==> config.mk <==
export PLATFORM = sky130hd
export DESIGN_NAME = one_shot_timer_bank_unit
export DESIGN_NICKNAME = d
export VERILOG_FILES = /design/src/otsb_pkg.sv /design/src/otsb_ram.sv /design/src/otsb_div.sv /design/src/one_shot_timer_bank_unit.sv
export SDC_FILE = /design/constraint.sdc
export NUM_CORES = 2
export LEC_CHECK = 0
export BUFFER_PORTS_ARGS = -buffer_cell sky130_fd_sc_hd__buf_4
export CELL_PAD_IN_SITES_DETAIL_PLACEMENT = 1
export CELL_PAD_IN_SITES_GLOBAL_PLACEMENT = 2
export CORE_ASPECT_RATIO = 1.5
export CORE_MARGIN = 2
export CORE_UTILIZATION = 43
export DETAILED_ROUTE_END_ITERATION = 6
export MAX_ROUTING_LAYER = met4
export PLACE_DENSITY = 0.88
export SKIP_CTS_REPAIR_TIMING = 1
export SYNTH_ARGS = -nofsm -noshare
export SYNTH_HDL_FRONTEND = slang
export SYNTH_SLANG_ARGS = --single-unit
==> constraint.sdc <==
create_clock -name clock -period 6.9 [get_ports clock]
set_input_delay 1.035 -clock clock [delete_from_list [all_inputs] [get_ports clock]]
set_output_delay 1.035 -clock clock [all_outputs]
set_load 0.01 [all_outputs]
==> src/otsb_pkg.sv <==
// Shared types and constants for the one-shot timer bank.
// Used by otsb_div and one_shot_timer_bank_unit; depends on nothing.
package otsb_pkg;

   localparam int NUM_TIMERS_DEF = 16;
   localparam int MAX_RESULTS    = 16;
   localparam int MS_PER_SEC     = 1000;
   localparam int DIV_IN_W       = 33;                  // wrapped delta plus leftover
   localparam int REM_W          = $clog2(MS_PER_SEC);  // remainder stays below 1000

   // request codes
   localparam logic [2:0] ACT_TICK        = 3'd0;
   localparam logic [2:0] ACT_ALLOC_FIRST = 3'd1;
   localparam logic [2:0] ACT_ALLOC_AT    = 3'd2;
   localparam logic [2:0] ACT_DELETE      = 3'd3;
   localparam logic [2:0] ACT_ENABLE      = 3'd4;
   localparam logic [2:0] ACT_DISABLE     = 3'd5;

   typedef enum logic [1:0] {
      KIND_STATUS    = 2'd0,
      KIND_FIRED     = 2'd1,
      KIND_IDLE_TICK = 2'd2
   } otsb_kind_type;

   typedef enum logic [1:0] {
      STS_OK        = 2'd0,
      STS_RANGE     = 2'd1,
      STS_IN_USE    = 2'd2,
      STS_NO_FREE   = 2'd3
   } otsb_status_type;

   typedef struct packed {
      logic [2:0]  action;
      logic [7:0]  slot_index;
      logic [31:0] delay_sec;
      logic [31:0] now_ms;
   } otsb_req_type;

   typedef struct packed {
      otsb_kind_type   kind;
      otsb_status_type status;
      logic [7:0]      result_index;
      logic [31:0]     seconds_now;
      logic            last;
   } otsb_rsp_type;

   typedef struct packed {
      logic             done;
      logic [31:0]      quotient;
      logic [REM_W-1:0] remainder;
   } otsb_div_res_type;

   typedef enum logic [2:0] {
      ST_IDLE,
      ST_DIV,
      ST_SCAN_RD,
      ST_SCAN_CMP,
      ST_FINISH,
      ST_EN_RD,
      ST_CMD
   } otsb_state_type;

endpackage

==> src/otsb_ram.sv <==
// Generic single-port-write, single-port-read RAM with registered read data.
// No dependencies.
module otsb_ram #(
   parameter int WIDTH = 32,
   parameter int DEPTH = 16,
   parameter int ADDR_W = (DEPTH > 1) ? $clog2(DEPTH) : 1
) (
   input  logic              clock,
   input  logic              wr_en,
   input  logic [ADDR_W-1:0] wr_addr,
   input  logic [WIDTH-1:0]  wr_data,
   input  logic              rd_en,
   input  logic [ADDR_W-1:0] rd_addr,
   output logic [WIDTH-1:0]  rd_data
);

   logic [WIDTH-1:0] mem_ff [DEPTH];
   logic [WIDTH-1:0] rd_data_ff;

   always_ff @(posedge clock) begin
      if (wr_en) begin
         mem_ff[wr_addr] <= wr_data;
      end
      if (rd_en) begin
         rd_data_ff <= mem_ff[rd_addr];
      end
   end

   assign rd_data = rd_data_ff;

endmodule

==> src/otsb_div.sv <==
// Divide by MS_PER_SEC through a pipelined reciprocal multiply; start passes through load_ff and mul_ff to done_ff.
// Depends on otsb_pkg.
module otsb_div (
   input  logic                            clock,
   input  logic                            reset,
   input  logic                            start,
   input  logic [otsb_pkg::DIV_IN_W-1:0]   dividend,
   output otsb_pkg::otsb_div_res_type      res
);
   import otsb_pkg::*;

   // x / 1000 = (x >> 3) / 125; the low three bits go straight to the remainder
   localparam int          LO_W    = 3;
   localparam int          ODD_DIV = MS_PER_SEC >> LO_W;
   localparam int          Y_W     = DIV_IN_W - LO_W;
   localparam int          SHIFT   = 37;
   localparam int          PROD_W  = Y_W + 31;
   localparam logic [30:0] RECIP   =
      31'(((64'd1 << SHIFT) + 64'(ODD_DIV) - 64'd1) / 64'(ODD_DIV));

   logic [DIV_IN_W-1:0]     x_ff;
   logic [PROD_W-1:0]       prod_ff;
   logic [31:0]             quot_ff;
   logic [REM_W-1:0]        rem_ff;
   logic                    load_ff;
   logic                    mul_ff;
   logic                    done_ff;
   logic [PROD_W-SHIFT-1:0] q_calc;
   logic [13:0]             q_lo_mul;
   logic [6:0]              r_odd;

   assign q_calc   = prod_ff[PROD_W-1:SHIFT];
   // remainder of the odd part is below 128, so seven bits of the difference suffice
   assign q_lo_mul = 14'(q_calc[6:0]) * 14'(ODD_DIV);
   assign r_odd    = x_ff[LO_W+6:LO_W] - q_lo_mul[6:0];

   always_ff @(posedge clock) begin
      if (reset) begin
         load_ff <= 1'b0;
         mul_ff  <= 1'b0;
         done_ff <= 1'b0;
      end else begin
         load_ff <= start;
         mul_ff  <= load_ff;
         done_ff <= mul_ff;
      end
      if (start) begin
         x_ff <= dividend;
      end
      if (load_ff) begin
         prod_ff <= PROD_W'(x_ff[DIV_IN_W-1:LO_W]) * PROD_W'(RECIP);
      end
      if (mul_ff) begin
         quot_ff <= 32'(q_calc);
         rem_ff  <= {r_odd, x_ff[LO_W-1:0]};
      end
   end

   assign res.done      = done_ff;
   assign res.quotient  = quot_ff;
   assign res.remainder = rem_ff;

endmodule

==> src/one_shot_timer_bank_unit.sv <==
// One request at a time. A command passes through ST_CMD (enable: ST_EN_RD, then ST_CMD) and may
// wait there on rsp_stall. A tick divides the elapsed milliseconds by 1000 (a pipelined reciprocal
// multiply), then reads and compares the deadline memory for each slot, pushes the closing result
// and returns to idle; each fired result may wait on rsp_stall. Delays and deadlines live in two
// RAMs; used and enable marks are flops. No clearing pass after reset.
module one_shot_timer_bank_unit #(
   parameter int NUM_TIMERS = otsb_pkg::NUM_TIMERS_DEF
) (
   input  logic                   clock,
   input  logic                   reset,
   input  logic                   req_valid,
   output logic                   req_stall,
   input  otsb_pkg::otsb_req_type req_data,
   output logic                   rsp_valid,
   input  logic                   rsp_stall,
   output otsb_pkg::otsb_rsp_type rsp_data
);
   import otsb_pkg::*;

   localparam int IDX_W = (NUM_TIMERS > 1) ? $clog2(NUM_TIMERS) : 1;
   localparam int CNT_W = $clog2(MAX_RESULTS + 1);

   otsb_state_type          state_ff, state_in;
   otsb_req_type            req_ff;
   logic [31:0]             last_ms_ff, last_ms_in;
   logic [REM_W-1:0]        leftover_ff, leftover_in;
   logic [31:0]             seconds_ff, seconds_in;
   logic [NUM_TIMERS-1:0]   used_ff, used_in;
   logic [NUM_TIMERS-1:0]   enabled_ff, enabled_in;
   logic [NUM_TIMERS-1:0]   dly_valid_ff, dly_valid_in;
   logic [IDX_W-1:0]        scan_idx_ff, scan_idx_in;
   logic [CNT_W-1:0]        fired_cnt_ff, fired_cnt_in;
   logic                    pend_valid_ff, pend_valid_in;
   logic [IDX_W-1:0]        pend_idx_ff, pend_idx_in;
   logic                    rsp_valid_ff, rsp_valid_in;
   otsb_rsp_type            rsp_ff, push_data;
   logic                    push;

   logic                    accept;
   logic                    out_free;
   logic                    in_range;
   logic [IDX_W-1:0]        sel;
   logic                    free_found;
   logic [IDX_W-1:0]        free_idx;
   logic                    scan_hit, scan_go, scan_last;

   logic                    div_start;
   logic [DIV_IN_W-1:0]     div_dividend;
   otsb_div_res_type        div_res;

   logic                    dly_wr_en, dly_rd_en;
   logic [IDX_W-1:0]        dly_wr_addr;
   logic [31:0]             dly_rd_data;
   logic                    dl_wr_en, dl_rd_en;
   logic [31:0]             dl_wr_data, dl_rd_data;

   assign req_stall = (state_ff != ST_IDLE);
   assign accept    = req_valid && !req_stall;
   assign out_free  = !rsp_valid_ff || !rsp_stall;
   assign in_range  = (req_ff.slot_index < 8'(NUM_TIMERS));
   assign sel       = req_ff.slot_index[IDX_W-1:0];

   // lowest unused slot
   always_comb begin
      free_found = 1'b0;
      free_idx   = '0;
      for (int i = NUM_TIMERS - 1; i >= 0; i--) begin
         if (!used_ff[i]) begin
            free_found = 1'b1;
            free_idx   = IDX_W'(i);
         end
      end
   end

   // a hit must first hand the previous fired slot to the output register
   assign scan_hit  = enabled_ff[scan_idx_ff] && (dl_rd_data <= seconds_ff);
   assign scan_go   = !(scan_hit && pend_valid_ff && !out_free);
   assign scan_last = (scan_idx_ff == IDX_W'(NUM_TIMERS - 1)) ||
                      (scan_hit && (fired_cnt_ff == CNT_W'(MAX_RESULTS - 1)));

   assign div_start    = accept && (req_data.action == ACT_TICK);
   assign div_dividend = {1'b0, req_data.now_ms - last_ms_ff} + DIV_IN_W'(leftover_ff);

   otsb_div u_div (
      .clock    (clock),
      .reset    (reset),
      .start    (div_start),
      .dividend (div_dividend),
      .res      (div_res)
   );

   assign dly_rd_en = (state_ff == ST_EN_RD) && in_range;
   assign dl_rd_en  = (state_ff == ST_SCAN_RD);

   otsb_ram #(.WIDTH(32), .DEPTH(NUM_TIMERS)) u_delay_ram (
      .clock   (clock),
      .wr_en   (dly_wr_en),
      .wr_addr (dly_wr_addr),
      .wr_data (req_ff.delay_sec),
      .rd_en   (dly_rd_en),
      .rd_addr (sel),
      .rd_data (dly_rd_data)
   );

   otsb_ram #(.WIDTH(32), .DEPTH(NUM_TIMERS)) u_deadline_ram (
      .clock   (clock),
      .wr_en   (dl_wr_en),
      .wr_addr (sel),
      .wr_data (dl_wr_data),
      .rd_en   (dl_rd_en),
      .rd_addr (scan_idx_ff),
      .rd_data (dl_rd_data)
   );

   // next state
   always_comb begin
      state_in = state_ff;
      unique case (state_ff)
         ST_IDLE: begin
            if (req_valid) begin
               if (req_data.action == ACT_TICK) begin
                  state_in = ST_DIV;
               end else if (req_data.action == ACT_ENABLE) begin
                  state_in = ST_EN_RD;
               end else begin
                  state_in = ST_CMD;
               end
            end
         end
         ST_DIV: begin
            if (div_res.done) begin
               state_in = ST_SCAN_RD;
            end
         end
         ST_SCAN_RD: state_in = ST_SCAN_CMP;
         ST_SCAN_CMP: begin
            if (scan_go) begin
               state_in = scan_last ? ST_FINISH : ST_SCAN_RD;
            end
         end
         ST_FINISH: begin
            if (out_free) begin
               state_in = ST_IDLE;
            end
         end
         ST_EN_RD: state_in = ST_CMD;
         ST_CMD: begin
            if (out_free) begin
               state_in = ST_IDLE;
            end
         end
         default: state_in = ST_IDLE;
      endcase
   end

   // datapath and outputs
   always_comb begin
      last_ms_in    = last_ms_ff;
      leftover_in   = leftover_ff;
      seconds_in    = seconds_ff;
      used_in       = used_ff;
      enabled_in    = enabled_ff;
      dly_valid_in  = dly_valid_ff;
      scan_idx_in   = scan_idx_ff;
      fired_cnt_in  = fired_cnt_ff;
      pend_valid_in = pend_valid_ff;
      pend_idx_in   = pend_idx_ff;
      dly_wr_en     = 1'b0;
      dly_wr_addr   = sel;
      dl_wr_en      = 1'b0;
      dl_wr_data    = seconds_ff + (dly_valid_ff[sel] ? dly_rd_data : 32'd0);
      push          = 1'b0;
      push_data.kind         = KIND_STATUS;
      push_data.status       = STS_OK;
      push_data.result_index = '0;
      push_data.seconds_now  = seconds_ff;
      push_data.last         = 1'b1;

      unique case (state_ff)
         ST_IDLE: begin
            if (div_start) begin
               last_ms_in    = req_data.now_ms;
               scan_idx_in   = '0;
               fired_cnt_in  = '0;
               pend_valid_in = 1'b0;
            end
         end
         ST_DIV: begin
            if (div_res.done) begin
               seconds_in  = seconds_ff + div_res.quotient;
               leftover_in = div_res.remainder;
            end
         end
         ST_SCAN_CMP: begin
            if (scan_go) begin
               if (scan_hit) begin
                  enabled_in[scan_idx_ff] = 1'b0;
                  fired_cnt_in            = fired_cnt_ff + 1'b1;
                  pend_valid_in           = 1'b1;
                  pend_idx_in             = scan_idx_ff;
                  if (pend_valid_ff) begin
                     push                   = 1'b1;
                     push_data.kind         = KIND_FIRED;
                     push_data.result_index = 8'(pend_idx_ff);
                     push_data.last         = 1'b0;
                  end
               end
               if (!scan_last) begin
                  scan_idx_in = scan_idx_ff + 1'b1;
               end
            end
         end
         ST_FINISH: begin
            if (out_free) begin
               push          = 1'b1;
               pend_valid_in = 1'b0;
               if (pend_valid_ff) begin
                  push_data.kind         = KIND_FIRED;
                  push_data.result_index = 8'(pend_idx_ff);
               end else begin
                  push_data.kind = KIND_IDLE_TICK;
               end
            end
         end
         ST_CMD: begin
            if (out_free) begin
               push = 1'b1;
               unique case (req_ff.action)
                  ACT_ALLOC_FIRST: begin
                     if (free_found) begin
                        used_in[free_idx]      = 1'b1;
                        dly_valid_in[free_idx] = 1'b1;
                        dly_wr_en              = 1'b1;
                        dly_wr_addr            = free_idx;
                        push_data.result_index = 8'(free_idx);
                     end else begin
                        push_data.status = STS_NO_FREE;
                     end
                  end
                  ACT_ALLOC_AT: begin
                     if (!in_range) begin
                        push_data.status = STS_RANGE;
                     end else if (used_ff[sel]) begin
                        push_data.status = STS_IN_USE;
                     end else begin
                        used_in[sel]           = 1'b1;
                        dly_valid_in[sel]      = 1'b1;
                        dly_wr_en              = 1'b1;
                        push_data.result_index = 8'(sel);
                     end
                  end
                  ACT_DELETE: begin
                     if (!in_range) begin
                        push_data.status = STS_RANGE;
                     end else begin
                        used_in[sel]    = 1'b0;
                        enabled_in[sel] = 1'b0;
                     end
                  end
                  ACT_ENABLE: begin
                     if (!in_range) begin
                        push_data.status = STS_RANGE;
                     end else begin
                        dl_wr_en        = 1'b1;
                        enabled_in[sel] = 1'b1;
                     end
                  end
                  ACT_DISABLE: begin
                     if (!in_range) begin
                        push_data.status = STS_RANGE;
                     end else begin
                        enabled_in[sel] = 1'b0;
                     end
                  end
                  default: ;
               endcase
            end
         end
         default: ;
      endcase

      rsp_valid_in = push || (rsp_valid_ff && rsp_stall);
   end

   always_ff @(posedge clock) begin
      if (reset) begin
         state_ff      <= ST_IDLE;
         last_ms_ff    <= '0;
         leftover_ff   <= '0;
         seconds_ff    <= '0;
         used_ff       <= '0;
         enabled_ff    <= '0;
         dly_valid_ff  <= '0;
         pend_valid_ff <= 1'b0;
         fired_cnt_ff  <= '0;
         rsp_valid_ff  <= 1'b0;
      end else begin
         state_ff      <= state_in;
         last_ms_ff    <= last_ms_in;
         leftover_ff   <= leftover_in;
         seconds_ff    <= seconds_in;
         used_ff       <= used_in;
         enabled_ff    <= enabled_in;
         dly_valid_ff  <= dly_valid_in;
         pend_valid_ff <= pend_valid_in;
         fired_cnt_ff  <= fired_cnt_in;
         rsp_valid_ff  <= rsp_valid_in;
      end
      scan_idx_ff <= scan_idx_in;
      pend_idx_ff <= pend_idx_in;
      if (accept) begin
         req_ff <= req_data;
      end
      if (push) begin
         rsp_ff <= push_data;
      end
   end

   assign rsp_valid = rsp_valid_ff;
   assign rsp_data  = rsp_ff;

   a_pend_in_scan: assert property (@(posedge clock) disable iff (reset)
      pend_valid_ff |-> (state_ff == ST_SCAN_RD || state_ff == ST_SCAN_CMP ||
                         state_ff == ST_FINISH))
      else $error("pending fired slot outside a tick scan");

   a_fire_limit: assert property (@(posedge clock) disable iff (reset)
      fired_cnt_ff <= CNT_W'(MAX_RESULTS))
      else $error("too many slots fired in one tick");

   a_div_done_state: assert property (@(posedge clock) disable iff (reset)
      div_res.done |-> state_ff == ST_DIV)
      else $error("divider finished outside the divide state");

   a_fire_disables: assert property (@(posedge clock) disable iff (reset)
      (state_ff == ST_SCAN_CMP && scan_go && scan_hit) |=> !enabled_ff[$past(scan_idx_ff)])
      else $error("fired slot still enabled");

endmodule
-- Word-level counts from Yosys, hierarchy flattened
Memories as Yosys holds them, arrays and structs flattened. A register that Yosys moved wholly into a read port is not among the register bits.
Cells that the tools add are included.
- bits in registers: 357
- bits in writable memories: 1024
- word-level logic and storage cells: 257
- memories kept: 2
- memories (memory ; words ; width ; rd ports ; clocked after Yosys merged registers in ; write ports ; line ; RTL):
    u_deadline_ram.mem_ff ; 16 ; 32 ; 1 ; 1 ; 1 ; otsb_ram.sv:17 ; logic [WIDTH-1:0] mem_ff [DEPTH];
    u_delay_ram.mem_ff ; 16 ; 32 ; 1 ; 1 ; 1 ; otsb_ram.sv:17 ;
- add/sub/neg operators: 7
- multiply operators: 2
- magnitude comparators: 8
- equal/unequal tests: 30
- mux-type cells: 127
- bitwise gates (word level): 13
- reduce and logical (&&, ||, !) cells: 41
- operators with widths (cell ; number):
    $mux W16 ; 12
    $mux W4 ; 30
    $pmux W16 S2 ; 3
    $or A16 B16 Y16 ; 5
    $mul A30 B29 Y59 const B ; 1
    $and A16 B16 Y16 ; 3
    $mux W1 ; 48
    $pmux W16 S3 ; 1
    $add A32 B10 Y33 ; 1
    $add A32 B24 Y32 ; 1
    $add A32 B32 Y32 ; 1
    $le A32 B32 Y1 ; 1
    $mux W32 ; 1
    $not A16 Y16 ; 2
    $sub A32 B32 Y32 ; 1
    $pmux W8 S3 ; 1
    $ne A2 B2 Y1 const B ; 10
    $eq A3 B3 Y1 const B ; 6
    $mux W3 ; 6
    $pmux W3 S6 ; 1
    $pmux W8 S2 ; 1
    $lt A4 B5 Y1 const B ; 3
    $mux W5 ; 3
    $reduce_and A7 Y1 ; 2
    37 further kinds ; 84

-- Logic depth before layout (Yosys ltp)
- depth in word-level cells: 23
- gate-level depth with buffers: 26
- mapped depth without buffers: 26

-- Modules after synthesis
From an unflattened synthesis, not the netlist that was laid out.
- cell total of the unflattened synthesis: 5171
- area, all modules: 73678.2 um^2
- by module, submodules not included (module ; times used ; cells each ; area each (um^2) ; seq. area each (um^2)):
    otsb_ram (u_deadline_ram) ; 1 ; 838 ; 20156.8 ; 16335.7
    otsb_ram (u_delay_ram) ; 1 ; 838 ; 20155.6 ; 16335.7
    otsb_div ; 1 ; 1652 ; 17544.3 ; 2792.7
    one_shot_timer_bank_unit ; 1 ; 1843 ; 15821.4 ; 5405.2

-- Worst setup path after synthesis
Ideal clock, no wire load.
- kind: reg-to-reg
- from: register u_div.x_ff[7]
- to: register u_div.prod_ff[60] (data pin)
- library setup time: 254 ps
- arrival time: 6806 ps
- required time: 6646 ps
- path slack: -160 ps
- stages on the path, launching flop included: 27
- cell sequence: edfxtp_1 > ha_1 > fa_1 > fa_1 > inv_1 > fa_1 > inv_1 > fa_1 > inv_1 > fa_1 > inv_1 > fa_1 > inv_1 > fa_1 > inv_1 > ha_1 > a21oi_1 > nor2b_1 > o311ai_0 > a41oi_1 > o31ai_1 > o31ai_2 > a31oi_2 > o21ai_0 > o21ai_0 > o21ai_0 > a21o_1
- cells in the longest elaborated chain, start to end: 1
- ends and longest elaborated chain (element ; line ; RTL):
    start, declared ; otsb_div.sv:21 ; logic [DIV_IN_W-1:0] x_ff;
    start signal, assigned ; otsb_div.sv:48 ; x_ff <= dividend;
    $mul A30 B29 Y59 ; otsb_div.sv:51 ; prod_ff <= PROD_W'(x_ff[DIV_IN_W-1:LO_W]) * PROD_W'(RECIP);
    end signal, assigned ; otsb_div.sv:51 ;
    end, declared ; otsb_div.sv:22 ; logic [PROD_W-1:0] prod_ff;
No other way between the ends.
A chain may end at the register's enable or synchronous reset.

-- Final worst setup path
- from: register u_div.x_ff[19]
- to: register u_div.prod_ff[56] (data pin)
The elaborated chain is that of the path after synthesis.

==> impl_metrics.py <==
metrics = {
    "yosys": {
        "synthXorXnorAreaFrac_pct": 1.69,
        "synth_flop_cell": "edfxtp_1",
        "synthSimpleGateAreaFrac_pct": 4.77,
        "synth_compound_area_share_pct": 5.15,
        "async_flop_share_pct": 0,
        "synth_edf_count": 1271,
        "synthAdderAreaFrac_pct": 16.9,
        "synth_top_family_by_area": "adder cells",
        "syn_area_mm2": 0.0720,
        "synth_cell_types": 96,
        "ys_ff_latch": 1406,
        "synth.avg_cell_area_um2": 15.1,
        "synthMuxAreaShare_pct": 10.6,
        "yosysSeqAreaShare_pct": 56.7,
        "ys_warn_count": 0,
        "synthCells": 4758,
    },
    "routing": {
        "route.detailed.drc": 0,
        "ant_nets": 0,
        "wl_per_cell_um": 26.7,
        "via_per_inst": 5.65,
        "num_vias": 42425,
        "first_pass_iters": 6,
        "drt_iter0_markers": 3588,
        "finalWirelength_um": 201000,
    },
    "finish": {
        "seq_area_mm2": 0.0409,
        "layout-drive-gt1-share_pct": 21.5,
        "syn2layout_area_growth_pct": 15.1,
        "multi_input_area_mm2": 0.0292,
        "final_cells": 7512,
        "nets": 6052,
        "finish.utilization_pct": 49.7,
        "fill_cells": 16297,
    },
    "pwr": {
        "cellPowerDensity_mw_per_mm2": 407,
        "leakagePower_uw": 0.0312,
        "ir_drop_v": 0.000625,
    },
    "worst_setup_path": {
        "max_stage_delay_ps": 570,
        "timing.critical_path.arrival_ps": 7790,
        "path_max_fanout": 6,
        "slowest_stage": "fa_2",
        "critPathLaunch": "u_div.x_ff[19]$_DFFE_PP_",
        "worstSetupEndpoint": "u_div.prod_ff[56]$_DFFE_PP_",
        "cp-end-kind": "register",
        "crit_required_ps": 7430,
        "critPathKind": "register to register",
        "critPathLaunchType": "register",
        "worstReg2RegStart": "u_div.x_ff[19]$_DFFE_PP_",
        "r2r-end": "u_div.prod_ff[56]$_DFFE_PP_",
        "rr_worst_depth": 26,
        "rrSetupSlack_ps": -360,
    },
    "place": {
        "placement.setup.worst_slack_ps": -711,
        "io_buffers": 121,
        "gp_congestion": 0.896,
        "dp_hpwl_um": 135000,
        "place_inst": 7221,
    },
    "grt": {
        "track_usage_pct": 24.0,
        "grt_use_met1_pct": 27.8,
        "grt_pass1_vias": 46683,
        "grt_first_pass_wirelength_um": 297000,
        "antenna_found_initial": 6,
        "busiest_layer": "met2",
        "grt_use_met2_pct": 41.8,
        "grt_use_met3_pct": 3.29,
        "grt_max_degree": 147,
        "grt_overflow": 0,
    },
    "clock_tree": {
        "cts_made_buffers": 132,
        "insertion_delay_ps": 800,
        "cts_tree": "built",
        "clk_pin_slew_worst_paths_ps": 60,
        "cts_max_level": 4,
        "cts_sinks": 1406,
        "cts_root_buffer": "clkbuf_16",
        "clk_path_buf_depth": 3,
    },
    "timing": {
        "rsz0062_at_grt": "true",
        "fmax_ghz": 0.138,
        "slew_headroom_pct": 10.4,
        "layout_setup_ws_ps": -357,
        "tightest_slew_ps": 1330,
        "finalSetupViolCount": 13,
        "layout_min_cycle_time_ps": 7260,
        "finalCritPeriodShare_pct": 105,
        "slew_violations": 0,
        "fin_skew_ps": 41.4,
        "hold_viol_final": 0,
        "finalSetupTns_ps": -2950,
    },
    "floorplanning": {
        "core-area_mm2": 0.167,
        "die_width_um": 338,
        "ios": 126,
        "rows": 184,
        "die_y_um": 505,
        "initial_core_util_pct": 43.2,
        "dieArea_mm2": 0.171,
    },
    "worst_hold_path": {
        "hold_class": "register to register",
    },
    "job": {
        "max_cap_violations": 0,
    },
    "status": {
        "violations": "setup timing",
        "status": "finished, violations left",
    },
}
state kept, by name, indices dropped and copies added (netlist names), 32 cells and up, named ones only:
signal                  count
req_ff                     43
last_ms_ff                 32
u_div.x_ff                 33
u_deadline_ram.rd_data     32
rsp_data                   41
u_deadline_ram.mem_ff     512
seconds_ff                 32
u_delay_ram.mem_ff        512
u_delay_ram.rd_data        32
cell usage after synthesis (33+ instances only):
cell      number  area, um^2
a21o_1        72         541
a21oi_1      203        1020
and2_1        44         275
clkbuf_1      97         364
dfxtp_1      135        2700
edfxtp_1    1271       38200
fa_1         285        5710
ha_1         518        6480
inv_1        652        2450
mux4_2       335        7540
nand2_1      222         833
nand3_1       42         210
nand4_1       33         206
nor2_1       163         612
nor2b_1       45         282
o21ai_0      122         611
xnor2_1       92         806
xor2_1        47         412
final cells by class:
class / instances / area share, %
clock inverter: 79 / 1.11
timing repair buffer: 413 / 3.90
tap: 2232 / 3.37
clock buffer: 161 / 4.19
sequential: 1406 / 49.3
inverter: 653 / 2.96
multi-input combinational: 2564 / 35.2
antenna: 4 / 0.0121
cells by family after synthesis:
logic type / count (synthesis)
DFF: 1406
adders and majority gates: 803
buffers and inverters: 791
and+or+nand+nor: 694
AOI/OAI and AO/OA: 583
muxes: 341
xor gates and xnor gates: 139
other: 1
worst max-delay path: cells and delay by family, from the launching register on:
kind,cells,cell delay [ps]
buf+inv,6,560
fa+ha+maj,9,3800
flops,1,560
compound gates,8,1800
xor+xnor,1,70
simple gates,2,190
per-stage QoR:
stage / area (um^2) / total power (uW) / hold slack, ps
after global routing: 82900 / 35500 / 386
after global placement: 77300 / 23700 / 401
final: 82900 / 33800 / 412
after floorplan: 72100 / 18500 / 400
after CTS: 81700 / 31900 / 364
after detailed placement: 77300 / 24300 / 407
layout by cell type, fill, tap and decap left out, types with 19 or more instances in the layout:
master	synthesis	layout
fa_1	285	265
mux4_2	335	335
nand4_1	33	33
and2_1	44	41
clkbuf_1	97	25
edfxtp_1	1271	1271
nor2_1	163	127
ha_4	0	40
nand2b_1	28	28
nor2b_1	45	44
clkinv_2	0	22
buf_6	1	25
xor2_1	47	47
fa_2	0	20
o21ai_0	122	112
a21o_1	72	72
nor3_1	31	29
buf_4	6	385
inv_1	652	644
a21oi_1	203	200
nand2_1	222	217
nand3_1	42	38
xnor2_1	92	92
ha_1	518	475
clkinv_1	1	19
nor2_4	0	33
clkbuf_16	0	134
dfxtp_1	135	134
where the power goes:
group,leakage [uW],switching [uW],total (uW),internal (uW)
Clock,0.00212,3360,7500,4140
Sequential,0.0127,365,10400,9990
Combinational,0.0163,8410,15900,7530
layer usage:
layer,routed length (um),part of all wire (%),vias up
li1,-,-,18345
met1,75200,37,22135
met2,105000,52,1484
met3,10900,5.4,461
met4,9410,4.7,0
met5,0,0,-
worst min path at each step:
| stage | startpoint | endpoint | depth (start not counted) |
|---|---|---|---|
| after global routing | req_data[62] | req_ff[62]$_DFFE_PP_ | 1 |
| after detailed placement | u_div.prod_ff[50]$_DFFE_PP_ | u_div.quot_ff[13]$_DFFE_PP_ | 0 |
| after CTS | req_data[62] | req_ff[62]$_DFFE_PP_ | 1 |
| final | u_div.prod_ff[45]$_DFFE_PP_ | u_div.quot_ff[8]$_DFFE_PP_ | 0 |
| after global placement | u_div.x_ff[0]$_DFFE_PP_ | u_div.rem_ff[0]$_DFFE_PP_ | 0 |
| after floorplan | u_div.prod_ff[47]$_DFFE_PP_ | u_div.quot_ff[10]$_DFFE_PP_ | 0 |
Power figures use the tool's default switching activity.
